<file path="src/rtl/pwmtc_pkg.sv">
// pwmtc_pkg: shared types and constants for the PWM period/duty to timer counts core.
// Depends on nothing; imported by pwm_period_duty_to_timer_counts_core.
`default_nettype none

package pwmtc_pkg;

    typedef enum logic [3:0] {
        ST_IDLE,
        ST_CHECK,
        ST_FREQ,
        ST_RATE,
        ST_SEARCH,
        ST_TICK,
        ST_CNT,
        ST_CMP,
        ST_FINISH
    } state_t;

    localparam logic [2:0] STATUS_OK          = 3'd0;
    localparam logic [2:0] STATUS_UNCHANGED   = 3'd1;
    localparam logic [2:0] STATUS_PERIOD_LONG = 3'd2;
    localparam logic [2:0] STATUS_DUTY_LONG   = 3'd3;
    localparam logic [2:0] STATUS_BAD_RATE    = 3'd4;
    localparam logic [2:0] STATUS_TOO_SHORT   = 3'd5;

    localparam logic [1:0] CLASS_ZERO  = 2'd0;
    localparam logic [1:0] CLASS_PULSE = 2'd1;
    localparam logic [1:0] CLASS_FULL  = 2'd2;

    localparam logic [2:0] REG_SOURCE_CLOCK   = 3'd0;
    localparam logic [2:0] REG_PRESCALER_LOW  = 3'd1;
    localparam logic [2:0] REG_PRESCALER_HIGH = 3'd2;
    localparam logic [2:0] REG_COUNTER_WIDTH  = 3'd3;
    localparam logic [2:0] REG_DIVIDER_BASE   = 3'd4;

    localparam logic [31:0] NS_PER_S            = 32'd1000000000;
    localparam logic [2:0]  SEARCH_LIMIT        = 3'd4;
    localparam logic [5:0]  FULL_WIDTH          = 6'd32;
    localparam logic [5:0]  COUNTER_WIDTH_RESET = 6'd32;
    localparam logic [4:0]  DIV_LAST_STEP       = 5'd31;

endpackage

`default_nettype wire

</file>
<file path="src/rtl/pwm_period_duty_to_timer_counts_core.sv">
// pwm_period_duty_to_timer_counts_core: turns a PWM period/duty request into timer reload values.
// Depends on pwmtc_pkg; one shared restoring divider under a small sequencer.
//
//  channel   | handshake              | words
//  ----------+------------------------+-------------------------------------------
//  request   | start / busy           | channel, period_len, duty_ns
//  result    | done (one-cycle strobe)| status, count_reload, compare_reload,
//            |                        | divider_select, divider_update, duty_class,
//            |                        | class_changed, tick_ns
//  config    | cfg_valid / cfg_ready  | cfg_index, cfg_data
//
// A request is taken when start is high and busy low; busy then stays high until done.
// Each division on the shared divider is one load step followed by 32 quotient-bit steps.
// busy spans up to five divisions (frequency, rate, tick, count, compare) plus the width search
// on a new period, count and compare on a kept one, and only the check on a rejected or unchanged request.
// done rises as busy falls; an out-of-range channel returns no word.
// Reset (rst_n, asynchronous) clears control state and the per-channel cache at once.
// Results are strobed for one cycle and the receiver cannot stall them.
`default_nettype none

module pwm_period_duty_to_timer_counts_core
    import pwmtc_pkg::*;
#(
    parameter int CHANNEL_COUNT = 5
) (
    input  wire logic        clk,
    input  wire logic        rst_n,
    input  wire logic        start,
    output logic             busy,
    input  wire logic [2:0]  channel,
    input  wire logic [30:0] period_len,
    input  wire logic [30:0] duty_ns,
    output logic             done,
    output logic [2:0]       status,
    output logic [31:0]      count_reload,
    output logic [31:0]      compare_reload,
    output logic [2:0]       divider_select,
    output logic             divider_update,
    output logic [1:0]       duty_class,
    output logic             class_changed,
    output logic [29:0]      tick_ns,
    input  wire logic        cfg_valid,
    output logic             cfg_ready,
    input  wire logic [2:0]  cfg_index,
    input  wire logic [31:0] cfg_data
);

    localparam int         CH_IDX_W = (CHANNEL_COUNT > 1) ? $clog2(CHANNEL_COUNT) : 1;
    localparam logic [3:0] CH_LIMIT = 4'(CHANNEL_COUNT);

    // configuration
    logic [31:0] src_clk_reg;
    logic [7:0]  pre_low_reg;
    logic [7:0]  pre_high_reg;
    logic [5:0]  cw_reg;
    logic        base_reg;

    // per-channel cache
    logic [30:0] cached_period_reg [CHANNEL_COUNT];
    logic [30:0] cached_duty_reg   [CHANNEL_COUNT];
    logic [29:0] cached_tick_reg   [CHANNEL_COUNT];
    logic [1:0]  cached_class_reg  [CHANNEL_COUNT];
    logic        cache_we;

    // sequencer and working registers
    state_t      state_reg, state_next;
    logic        done_reg, done_next;
    logic [2:0]  ch_reg, ch_next;
    logic [30:0] period_reg, period_next;
    logic [30:0] duty_reg, duty_next;
    logic [29:0] freq_reg, freq_next;
    logic [31:0] rate_reg, rate_next;
    logic [2:0]  exp_reg, exp_next;
    logic [29:0] tick_reg, tick_next;
    logic [31:0] cnt_reg, cnt_next;
    logic [31:0] cmp_reg, cmp_next;
    logic [2:0]  sel_reg, sel_next;
    logic        upd_reg, upd_next;

    // shared divider
    logic        div_run_reg, div_run_next;
    logic [4:0]  div_cnt_reg, div_cnt_next;
    logic [31:0] div_rem_reg, div_rem_next;
    logic [31:0] div_quo_reg, div_quo_next;
    logic [31:0] div_den_reg, div_den_next;
    logic [31:0] div_num;
    logic [31:0] div_den;
    logic [32:0] rem_shift;
    logic [32:0] rem_sub;
    logic        div_bit;
    logic [31:0] quo_step;
    logic        div_last;

    // result word
    logic [2:0]  out_status_reg, out_status_next;
    logic [31:0] out_reload_reg, out_reload_next;
    logic [31:0] out_compare_reg, out_compare_next;
    logic [2:0]  out_sel_reg, out_sel_next;
    logic        out_upd_reg, out_upd_next;
    logic [1:0]  out_class_reg, out_class_next;
    logic        out_changed_reg, out_changed_next;
    logic [29:0] out_tick_reg, out_tick_next;

    // helpers
    logic [CH_IDX_W-1:0] ch_idx;
    logic [30:0] cp;
    logic [30:0] cd;
    logic [29:0] ct;
    logic [1:0]  cc;
    logic [7:0]  pre_sel;
    logic [31:0] scaled_rate;
    logic [6:0]  shamt;
    logic        search_hit;
    logic [1:0]  cls;

    assign ch_idx      = ch_reg[CH_IDX_W-1:0];
    assign cp          = cached_period_reg[ch_idx];
    assign cd          = cached_duty_reg[ch_idx];
    assign ct          = cached_tick_reg[ch_idx];
    assign cc          = cached_class_reg[ch_idx];
    assign pre_sel     = (ch_reg >= 3'd2) ? pre_high_reg : pre_low_reg;
    assign scaled_rate = rate_reg >> exp_reg;
    assign shamt       = {1'b0, cw_reg} + {4'b0, exp_reg};
    assign search_hit  = (rate_reg >> shamt) < {2'b0, freq_reg};

    assign rem_shift = {div_rem_reg, div_quo_reg[31]};
    assign rem_sub   = rem_shift - {1'b0, div_den_reg};
    assign div_bit   = ~rem_sub[32];
    assign quo_step  = {div_quo_reg[30:0], div_bit};
    assign div_last  = (div_cnt_reg == DIV_LAST_STEP);

    // operands for the division that the current state needs
    always_comb
    begin
        div_num = '0;
        div_den = 32'd1;
        case (state_reg)
            ST_FREQ:
            begin
                div_num = NS_PER_S;
                div_den = {1'b0, period_reg};
            end
            ST_RATE:
            begin
                div_num = src_clk_reg;
                div_den = {23'b0, {1'b0, pre_sel} + 9'd1};
            end
            ST_TICK:
            begin
                div_num = NS_PER_S;
                div_den = scaled_rate;
            end
            ST_CNT:
            begin
                div_num = {1'b0, period_reg} + {3'b0, tick_reg[29:1]};
                div_den = {2'b0, tick_reg};
            end
            ST_CMP:
            begin
                div_num = {1'b0, duty_reg} + {3'b0, tick_reg[29:1]};
                div_den = {2'b0, tick_reg};
            end
            default:
            begin
                div_num = '0;
                div_den = 32'd1;
            end
        endcase
    end

    always_comb
    begin
        state_next       = state_reg;
        done_next        = 1'b0;
        ch_next          = ch_reg;
        period_next      = period_reg;
        duty_next        = duty_reg;
        freq_next        = freq_reg;
        rate_next        = rate_reg;
        exp_next         = exp_reg;
        tick_next        = tick_reg;
        cnt_next         = cnt_reg;
        cmp_next         = cmp_reg;
        sel_next         = sel_reg;
        upd_next         = upd_reg;
        out_status_next  = out_status_reg;
        out_reload_next  = out_reload_reg;
        out_compare_next = out_compare_reg;
        out_sel_next     = out_sel_reg;
        out_upd_next     = out_upd_reg;
        out_class_next   = out_class_reg;
        out_changed_next = out_changed_reg;
        out_tick_next    = out_tick_reg;
        cache_we         = 1'b0;
        cls              = CLASS_PULSE;

        div_run_next = div_run_reg;
        div_cnt_next = div_cnt_reg;
        div_rem_next = div_rem_reg;
        div_quo_next = div_quo_reg;
        div_den_next = div_den_reg;

        if (div_run_reg)
        begin
            div_rem_next = div_bit ? rem_sub[31:0] : rem_shift[31:0];
            div_quo_next = quo_step;
            div_cnt_next = div_cnt_reg + 5'd1;
            if (div_last)
            begin
                div_run_next = 1'b0;
            end
        end
        else if (state_reg inside {ST_FREQ, ST_RATE, ST_TICK, ST_CNT, ST_CMP})
        begin
            div_rem_next = '0;
            div_quo_next = div_num;
            div_den_next = div_den;
            div_cnt_next = '0;
            div_run_next = 1'b1;
        end

        case (state_reg)
            ST_IDLE:
            begin
                if (start)
                begin
                    ch_next     = channel;
                    period_next = period_len;
                    duty_next   = duty_ns;
                    state_next  = ST_CHECK;
                end
            end

            ST_CHECK:
            begin
                sel_next         = '0;
                upd_next         = 1'b0;
                out_reload_next  = '0;
                out_compare_next = '0;
                out_sel_next     = '0;
                out_upd_next     = 1'b0;
                out_class_next   = CLASS_ZERO;
                out_changed_next = 1'b0;
                out_tick_next    = '0;
                if ({1'b0, ch_reg} >= CH_LIMIT)
                begin
                    state_next = ST_IDLE;
                end
                else if ({1'b0, period_reg} > NS_PER_S)
                begin
                    out_status_next = STATUS_PERIOD_LONG;
                    done_next       = 1'b1;
                    state_next      = ST_IDLE;
                end
                else if (duty_reg > period_reg)
                begin
                    out_status_next = STATUS_DUTY_LONG;
                    done_next       = 1'b1;
                    state_next      = ST_IDLE;
                end
                else if (period_reg == cp && duty_reg == cd)
                begin
                    out_status_next = STATUS_UNCHANGED;
                    done_next       = 1'b1;
                    state_next      = ST_IDLE;
                end
                else if (period_reg != cp)
                begin
                    if (period_reg == '0)
                    begin
                        out_status_next = STATUS_BAD_RATE;
                        done_next       = 1'b1;
                        state_next      = ST_IDLE;
                    end
                    else
                    begin
                        state_next = ST_FREQ;
                    end
                end
                else
                begin
                    // kept period: reuse the cached tick
                    tick_next = ct;
                    if (ct == '0)
                    begin
                        out_status_next = STATUS_BAD_RATE;
                        done_next       = 1'b1;
                        state_next      = ST_IDLE;
                    end
                    else
                    begin
                        state_next = ST_CNT;
                    end
                end
            end

            ST_FREQ:
            begin
                if (div_run_reg && div_last)
                begin
                    freq_next  = quo_step[29:0];
                    state_next = ST_RATE;
                end
            end

            ST_RATE:
            begin
                if (div_run_reg && div_last)
                begin
                    rate_next  = quo_step;
                    exp_next   = {2'b0, base_reg};
                    state_next = (cw_reg < FULL_WIDTH) ? ST_SEARCH : ST_TICK;
                end
            end

            ST_SEARCH:
            begin
                if (exp_reg >= SEARCH_LIMIT || search_hit)
                begin
                    state_next = ST_TICK;
                end
                else
                begin
                    exp_next = exp_reg + 3'd1;
                end
            end

            ST_TICK:
            begin
                if (!div_run_reg)
                begin
                    sel_next = exp_reg - {2'b0, base_reg};
                    upd_next = 1'b1;
                    if (scaled_rate == '0)
                    begin
                        div_run_next     = 1'b0;
                        out_status_next  = STATUS_BAD_RATE;
                        out_reload_next  = '0;
                        out_compare_next = '0;
                        out_sel_next     = exp_reg - {2'b0, base_reg};
                        out_upd_next     = 1'b1;
                        out_class_next   = CLASS_ZERO;
                        out_changed_next = 1'b0;
                        out_tick_next    = '0;
                        done_next        = 1'b1;
                        state_next       = ST_IDLE;
                    end
                end
                else if (div_last)
                begin
                    if (quo_step == '0)
                    begin
                        out_status_next  = STATUS_BAD_RATE;
                        out_reload_next  = '0;
                        out_compare_next = '0;
                        out_sel_next     = sel_reg;
                        out_upd_next     = upd_reg;
                        out_class_next   = CLASS_ZERO;
                        out_changed_next = 1'b0;
                        out_tick_next    = '0;
                        done_next        = 1'b1;
                        state_next       = ST_IDLE;
                    end
                    else
                    begin
                        tick_next  = quo_step[29:0];
                        state_next = ST_CNT;
                    end
                end
            end

            ST_CNT:
            begin
                if (div_run_reg && div_last)
                begin
                    cnt_next = quo_step;
                    if (quo_step <= 32'd1)
                    begin
                        out_status_next  = STATUS_TOO_SHORT;
                        out_reload_next  = '0;
                        out_compare_next = '0;
                        out_sel_next     = sel_reg;
                        out_upd_next     = upd_reg;
                        out_class_next   = CLASS_ZERO;
                        out_changed_next = 1'b0;
                        out_tick_next    = tick_reg;
                        done_next        = 1'b1;
                        state_next       = ST_IDLE;
                    end
                    else
                    begin
                        state_next = ST_CMP;
                    end
                end
            end

            ST_CMP:
            begin
                if (div_run_reg && div_last)
                begin
                    cmp_next   = quo_step;
                    state_next = ST_FINISH;
                end
            end

            ST_FINISH:
            begin
                if (cmp_reg == '0)
                begin
                    cls = CLASS_ZERO;
                end
                else if (cmp_reg == cnt_reg)
                begin
                    cls = CLASS_FULL;
                end
                else
                begin
                    cls = CLASS_PULSE;
                end
                // zero duty still leaves one tick of compare headroom
                out_compare_next = (cmp_reg == '0) ? cnt_reg - 32'd2
                                                   : cnt_reg - cmp_reg - 32'd1;
                out_status_next  = STATUS_OK;
                out_reload_next  = cnt_reg - 32'd1;
                out_sel_next     = sel_reg;
                out_upd_next     = upd_reg;
                out_class_next   = cls;
                out_changed_next = (cls != cc);
                out_tick_next    = tick_reg;
                cache_we         = 1'b1;
                done_next        = 1'b1;
                state_next       = ST_IDLE;
            end

            default:
            begin
                state_next = ST_IDLE;
            end
        endcase
    end

    // control state, configuration and cache
    always_ff @(posedge clk or negedge rst_n)
    begin
        if (!rst_n)
        begin
            state_reg    <= ST_IDLE;
            done_reg     <= 1'b0;
            div_run_reg  <= 1'b0;
            src_clk_reg  <= '0;
            pre_low_reg  <= '0;
            pre_high_reg <= '0;
            cw_reg       <= COUNTER_WIDTH_RESET;
            base_reg     <= 1'b0;
            for (int i = 0; i < CHANNEL_COUNT; i++)
            begin
                cached_period_reg[i] <= '0;
                cached_duty_reg[i]   <= '0;
                cached_tick_reg[i]   <= '0;
                cached_class_reg[i]  <= CLASS_ZERO;
            end
        end
        else
        begin
            state_reg   <= state_next;
            done_reg    <= done_next;
            div_run_reg <= div_run_next;
            if (cfg_valid && cfg_ready)
            begin
                case (cfg_index)
                    REG_SOURCE_CLOCK:   src_clk_reg  <= cfg_data;
                    REG_PRESCALER_LOW:  pre_low_reg  <= cfg_data[7:0];
                    REG_PRESCALER_HIGH: pre_high_reg <= cfg_data[7:0];
                    REG_COUNTER_WIDTH:  cw_reg       <= cfg_data[5:0];
                    REG_DIVIDER_BASE:   base_reg     <= cfg_data[0];
                    default:            ;
                endcase
            end
            if (cache_we)
            begin
                cached_period_reg[ch_idx] <= period_reg;
                cached_duty_reg[ch_idx]   <= duty_reg;
                cached_tick_reg[ch_idx]   <= tick_reg;
                cached_class_reg[ch_idx]  <= cls;
            end
        end
    end

    // datapath
    always_ff @(posedge clk)
    begin
        ch_reg          <= ch_next;
        period_reg      <= period_next;
        duty_reg        <= duty_next;
        freq_reg        <= freq_next;
        rate_reg        <= rate_next;
        exp_reg         <= exp_next;
        tick_reg        <= tick_next;
        cnt_reg         <= cnt_next;
        cmp_reg         <= cmp_next;
        sel_reg         <= sel_next;
        upd_reg         <= upd_next;
        div_cnt_reg     <= div_cnt_next;
        div_rem_reg     <= div_rem_next;
        div_quo_reg     <= div_quo_next;
        div_den_reg     <= div_den_next;
        out_status_reg  <= out_status_next;
        out_reload_reg  <= out_reload_next;
        out_compare_reg <= out_compare_next;
        out_sel_reg     <= out_sel_next;
        out_upd_reg     <= out_upd_next;
        out_class_reg   <= out_class_next;
        out_changed_reg <= out_changed_next;
        out_tick_reg    <= out_tick_next;
    end

    assign busy           = (state_reg != ST_IDLE);
    assign cfg_ready      = 1'b1;
    assign done           = done_reg;
    assign status         = out_status_reg;
    assign count_reload   = out_reload_reg;
    assign compare_reload = out_compare_reg;
    assign divider_select = out_sel_reg;
    assign divider_update = out_upd_reg;
    assign duty_class     = out_class_reg;
    assign class_changed  = out_changed_reg;
    assign tick_ns        = out_tick_reg;

`ifndef NO_ASSERTIONS
    a_start_takes: assert property (@(posedge clk) disable iff (!rst_n)
        start && !busy |=> busy)
        else $error("accepted word did not raise busy");

    a_done_single: assert property (@(posedge clk) disable iff (!rst_n)
        done |=> !done)
        else $error("result strobe longer than one cycle");

    a_div_in_busy: assert property (@(posedge clk) disable iff (!rst_n)
        !busy |-> !div_run_reg)
        else $error("divider running while idle");

    a_reject_zero: assert property (@(posedge clk) disable iff (!rst_n)
        done && (status == STATUS_UNCHANGED || status == STATUS_PERIOD_LONG
                 || status == STATUS_DUTY_LONG)
        |-> count_reload == '0 && compare_reload == '0 && tick_ns == '0 && !divider_update)
        else $error("rejected word carries nonzero fields");

    a_ok_counts: assert property (@(posedge clk) disable iff (!rst_n)
        done && status == STATUS_OK |-> count_reload != '0 && tick_ns != '0)
        else $error("ok word with empty reload or tick");
`endif

endmodule

`default_nettype wire
</file>
<file path="config.mk">
export PLATFORM = sky130hd
export DESIGN_NAME = pwm_period_duty_to_timer_counts_core
export DESIGN_NICKNAME = d
export VERILOG_FILES = /design/src/rtl/pwmtc_pkg.sv /design/src/rtl/pwm_period_duty_to_timer_counts_core.sv
export SDC_FILE = /design/constraint.sdc
export NUM_CORES = 2
export LEC_CHECK = 0
export BUFFER_PORTS_ARGS = -buffer_cell sky130_fd_sc_hd__buf_2
export CORE_MARGIN = 2
export CORE_UTILIZATION = 25
export CTS_BUF_LIST = sky130_fd_sc_hd__clkbuf_8 sky130_fd_sc_hd__clkbuf_16
export CTS_CLUSTER_DIAMETER = 100
export CTS_CLUSTER_SIZE = 20
export DETAILED_ROUTE_END_ITERATION = 10
export PLACE_DENSITY = 0.46
export SLEW_MARGIN = 20
export SYNTH_ARGS = -nofsm -noshare
export SYNTH_HDL_FRONTEND = slang
export SYNTH_SLANG_ARGS = --single-unit
</file>
<file path="constraint.sdc">
create_clock -name clk -period 10.1 [get_ports clk]
set_input_delay 3.03 -clock clk [delete_from_list [all_inputs] [get_ports clk]]
set_output_delay 3.03 -clock clk [all_outputs]
set_load 0.05 [all_outputs]
</file>
# After elaboration in Yosys (flattened, before gate mapping)
# Index checks and enable logic that the tools add are counted.
totals:
  elab_cells: 305
  regBits: 964
  input_bits: 104
classes:
  n_eq_ne: 40
  n_mux: 151
  bitwise: 3
  reduce_logical: 36
  n_shift: 2
  magnitude_cmp: 10
  addsub: 12
op_table:
  columns: ["cell", "n"]
  rows:
  - ["32-bit case mux with 4 select lines", 4]
  - ["30-bit two-way mux", 17]
  - ["32-bit two-way mux", 12]
  - ["155-bit bitwise mux", 2]
  - ["31-bit binary-select mux with 3-bit select", 2]
  - ["31-bit two-way mux", 5]
  - ["150-bit bitwise mux", 1]
  - ["30-bit case mux with 4 select lines", 1]
  - ["32-bit logical NOT", 3]
  - ["31-bit demux with 3-bit select", 1]
  - ["30-bit binary-select mux with 3-bit select", 1]
  - ["30-bit demux with 3-bit select", 1]
  - ["3-bit two-way mux", 25]
  - ["31-bit by 29-bit adder with 32-bit output", 2]
  - ["32-bit by 1-bit subtractor with 32-bit output (second input constant)", 2]
  - ["31-bit == test", 2]
  - ["30-bit case mux with 2 select lines", 1]
  - ["4-bit two-way mux", 14]
  - ["1-bit two-way mux", 34]
  - ["33-bit by 32-bit subtractor with 33-bit output", 1]
  - ["32-bit == test", 1]
  - ["32-bit by 1-bit less-or-equal comparator with 1-bit output (second input constant)", 1]
  - ["32-bit by 30-bit < comparator with 1-bit output", 1]
  - ["4-bit case mux with 8 select lines", 1]
  - ["59 further kinds", 119]

# Longest topological paths before layout
logic_depth:
  depth_word: 12
  depth_mapped: 22
  mapped_depth_nobuf: 21

# Worst setup path after synthesis
# Ideal clock, no wire load.
synth_timing:
  path_kind: "register to register"
  start: "register exp_reg[0]"
  end: "register out_changed_reg (netlist: class_changed) (enable)"
  path_slack_ns: 2.506
  n_path_buf: 2
  path_stages_with_launch: 12
  arrival_time_ns: 7.020
  setup_time_ns: 0.574
  period_less_slack_ns: 7.594
  path_cell_list: "edfxtp_1 -> buf_2 -> buf_1 -> mux4_2 -> nor4_1 -> nand4_1 -> nor3_1 -> and3_1 -> a21oi_1 -> nand2_1 -> a21oi_1 -> nor2b_1"
synth_via:
  elab_chain_len: 4
synth_rtl:
  columns: ["item", "line", "rtl"]
  rows:
  - ["from (decl)", "pwm_period_duty_to_timer_counts_core.sv:73", "logic [2:0] exp_reg, exp_next;"]
  - ["from (signal assigned)", "pwm_period_duty_to_timer_counts_core.sv:497", "exp_reg <= exp_next;"]
  - ["32-bit by 3-bit >> shifter with 32-bit output", "pwm_period_duty_to_timer_counts_core.sv:122", "assign scaled_rate = rate_reg >> exp_reg;"]
  - ["32-bit logical NOT", "pwm_period_duty_to_timer_counts_core.sv:334", "if (scaled_rate == '0)"]
  - ["3-bit by 2-bit != test with 1-bit output (no source line)", null, null]
  - ["6-bit AND reduction (no source line)", null, null]
  - ["to (signal assigned)", "pwm_period_duty_to_timer_counts_core.sv:513", "out_changed_reg <= out_changed_next;"]
  - ["to (decl)", "pwm_period_duty_to_timer_counts_core.sv:101", "logic out_changed_reg, out_changed_next;"]
# No other way between the ends.
# A chain may end at the register's enable or synchronous reset.

# Worst setup path after layout
layout_timing:
  start: "register state_reg[1]"
  end: "register div_quo_reg[28] (data pin)"
layout_via:
  elab_chain_len: 5
layout_rtl:
  columns: ["item", "line", "rtl"]
  rows:
  - ["from (decl)", "pwm_period_duty_to_timer_counts_core.sv:66", "state_t state_reg, state_next;"]
  - ["from (signal assigned)", "pwm_period_duty_to_timer_counts_core.sv:465", "state_reg <= state_next;"]
  - ["4-bit by 2-bit == test with 1-bit output or 4-bit by 3-bit == test with 1-bit output (tied branches)", "pwm_period_duty_to_timer_counts_core.sv:137", "case (state_reg)"]
  - ["2-bit OR reduction (no source line)", null, null]
  - ["32-bit case mux with 4 select lines *", "pwm_period_duty_to_timer_counts_core.sv:137", null]
  - ["32-bit two-way mux *", "pwm_period_duty_to_timer_counts_core.sv:213", "else if (state_reg inside {ST_FREQ, ST_RATE, ST_TICK, ST_CNT, ST_CMP})"]
  - ["32-bit two-way mux *", "pwm_period_duty_to_timer_counts_core.sv:203", "if (div_run_reg)"]
  - ["named net div_quo_next[28]", "pwm_period_duty_to_timer_counts_core.sv:84", "logic [31:0] div_quo_reg, div_quo_next;"]
  - ["to (signal assigned)", "pwm_period_duty_to_timer_counts_core.sv:505", "div_quo_reg <= div_quo_next;"]
  - ["to (decl)", "pwm_period_duty_to_timer_counts_core.sv:84", null]
# Mark *: on every way through the listed nets, which the timed path passes. The rest lies on a longest branch. The select of a mux whose other input is x is not followed.

==> qor.csv <==
metric,value,unit
synth_top_family_by_area,simple AND/OR/NAND/NOR gates,
cts_inserted_buffers,58,
synth_cell_type_count,88,
core,0.210,mm²
routed_via_density,5.03,
ys_ff_latch,964,
grt_pass1_wl,284000,µm
finalCritPeriodShare,58.3,%
crit_type,flip-flop to flip-flop,
io_buffers,209,
crit_path_start,state_reg[1],
cp.required,10.57,ns
tightestPinTransition,1.11,ns
cts_tree,yes,
post_cts_resized,0,
busiest_layer,met2,
synth-compound-area-share,13.5,%
cts_max_path_buffers,3,
use_met3,2.22,%
synth_top_area_share,25.2,%
reg2reg_depth,18,
syn_to_final_growth,11.4,%
r2r_slack,4.21,ns
track_usage,17.7,%
startpoint_type,flip-flop,
fin_crit,5.89,ns
dpl.hpwl,137000,µm
drive_above_1_share,14.8,%
drt-wirelength-per-cell,24.5,µm
syn_avg_cell_area,10.3,µm²
grt_max_degree,147,
synth-simple-area-share,15.2,%
drc,0,
dr.pass1.iters,8,
cts_root_buf,clkbuf_16,
num_io_pins,211,
clock_latency,0.78,ns
dp_cells,7887,
synth_xor_area_share,2.83,%
synth-edff-count,433,
cp_max_fo,49,
synth_cells,5108,
die-area,0.214,mm²
maxCapViolCount,0,
antenna_found_initial,28,
drtIter0Drc,4085,
wl,196000,µm
cp.arrival,6.36,ns
routabilityCongestion,0.920,
met2_usage,29.4,%
fp-row-count,168,
drv_slew,0,
final_util,28.0,%
final.setup.tns,0,ns
muxShareOfSynthArea,10.8,%
grt_pass1_vias,39200,
synth_async_sr_flop_share,55.1,%
ys_warn_count,0,
power_leakage,24.8,nW
die_h,463,µm
worstSetupEndpoint,div_quo_reg[28],
power_density,211,mW/mm²
end_kind,flip-flop,
filler_cell_count,22000,
yosysTopAreaCell,dfrtp_1,
instances_no_fill,7990,
grt_overflow,0,
synth_fp_nets,5381,
timing.fmax,170,MHz
setup_viol,0,
cts_hold_buf,0,
postCtsSetupBuffers,0,
cts.sinks,964,
status,completed,
synth-adder-area-share,4.07,%
dr_total_vias,40200,
yosys-top-cells-area,"dfrtp_1 25%, edfxtp_1 25%, nand2_1 6.5%",
peakVddDrop,0.000159,V
synth_common_cells,"914 x nand2_1, 530 x dfrtp_1, 433 x edfxtp_1",
reg2reg_from,state_reg[1],
htree_levels,2,
hp-class,flip-flop to flip-flop,
synth.cell_area,0.0527,mm²
synth.most_common_cell,nand2_1,
drtAntennaViolNets,0,
slew_headroom,24.4,%
seq_area_frac_synth,49.9,%
clk_pin_slew,0.11,ns
finalClockSkew,0.108,ns
nNetsFinal,5415,
die_w,463,µm
use_met1,23.6,%
r2r-end,div_quo_reg[28],
dominantRegCellSynth,dfrtp_1,
initial_core_util,25.1,%
grt_setup_unrepaired,no,
finalHoldViolCount,0,
==> worst min-delay path by stage <==
stage,start,to,slack (ns),cells past startpoint
floorplan,cached_duty_reg[127],cached_duty_reg[127],0.44,2
detailed placement,cached_duty_reg[69],cached_duty_reg[69],0.46,2
global placement,cached_duty_reg[134],cached_duty_reg[134],0.45,2
global route,cached_duty_reg[130],cached_duty_reg[130],0.50,2
CTS,cached_duty_reg[69],cached_duty_reg[69],0.48,2
finish,cached_tick_reg[79],cached_tick_reg[79],0.48,2
==> metrics by stage <==
stage / setup slack (ns) / cell area (µm²) / power, mW / hold slack [ns]
after floorplan: 2.51 / 52700 / 8.09 / 0.438
after global placement: 4.41 / 56900 / 9.81 / 0.452
after detailed placement: 4.36 / 56900 / 9.83 / 0.457
after CTS: 4.28 / 58700 / 12.5 / 0.480
after global routing: 3.83 / 58700 / 12.9 / 0.501
final: 4.21 / 58700 / 12.4 / 0.477
==> layout by cell type, fill, tap and decap left out, types with 23 or more instances in the layout <==
cell type / instances
a22oi_1: 59
inv_1: 196
nand3_1: 49
buf_4: 78
o21a_1: 25
nand3b_1: 60
clkbuf_16: 60
mux2_2: 253
a21oi_1: 228
nand4_1: 44
nor2_1: 271
nor4_1: 46
a21o_1: 75
mux4_2: 55
and3_1: 33
and2_1: 48
buf_2: 208
nand2b_1: 36
a211oi_1: 56
dfrtp_1: 530
o21ai_0: 352
xor2_1: 82
o211ai_1: 24
ha_1: 164
edfxtp_1: 433
nor3_1: 68
nand2_1: 910
a22o_1: 23
xnor2_1: 87
mux2i_1: 159
or3_1: 26
==> layer usage <==
layer,share of wire [%],up-vias
met2,47,1332
met5,0.0087,-
met3,5.5,265
met4,3.9,4
met1,43,20100
li1,-,18500
==> cell type report <==
| cell class | instances | area [µm²] | area share [%] |
|---|---|---|---|
| clock buffers | 61 | 1520 | 2.58 |
| well taps | 2805 | 3510 | 5.98 |
| clock inverters | 38 | 259 | 0.441 |
| inverters | 178 | 668 | 1.14 |
| diodes | 4 | 10.0 | 0.0171 |
| repair buffers | 293 | 1760 | 3.00 |
| multi-input cells | 3647 | 24700 | 42.0 |
| flip-flops and latches | 964 | 26300 | 44.8 |
==> report_power, final <==
group	internal, mW	switching [mW]
combinational	1.34	2.89
clock	1.11	1.49
sequential	4.82	0.712
==> logic make-up (layout without fill, tap and decap cells) <==
group | after synthesis | in the layout
compound gates | 1103 | 1103
xor+xnor | 170 | 170
fa+ha+maj | 169 | 169
buf+inv | 497 | 570
flops | 964 | 964
mux | 467 | 467
other cells | 1 | 5
simple gates | 1737 | 1737
==> worst max-delay path, cell delays in order (launching register included) <==
cell and delay [ns]:
dfrtp_1 0.66, inv_1 0.16, nor2_1 0.35, and2_2 0.20
buf_4 0.47, nand2_1 0.32, buf_4 0.37, mux2_2 0.29
inv_1 0.06, fa_1 0.42, nor2b_1 0.13, o21a_1 0.12
o21ai_0 0.15, a21oi_1 0.40, o2111ai_1 0.26, a211oi_1 0.65
o21ai_0 0.23, xor2_1 0.17, o221ai_1 0.13
No activity file was read; power rests on OpenSTA's default activity.
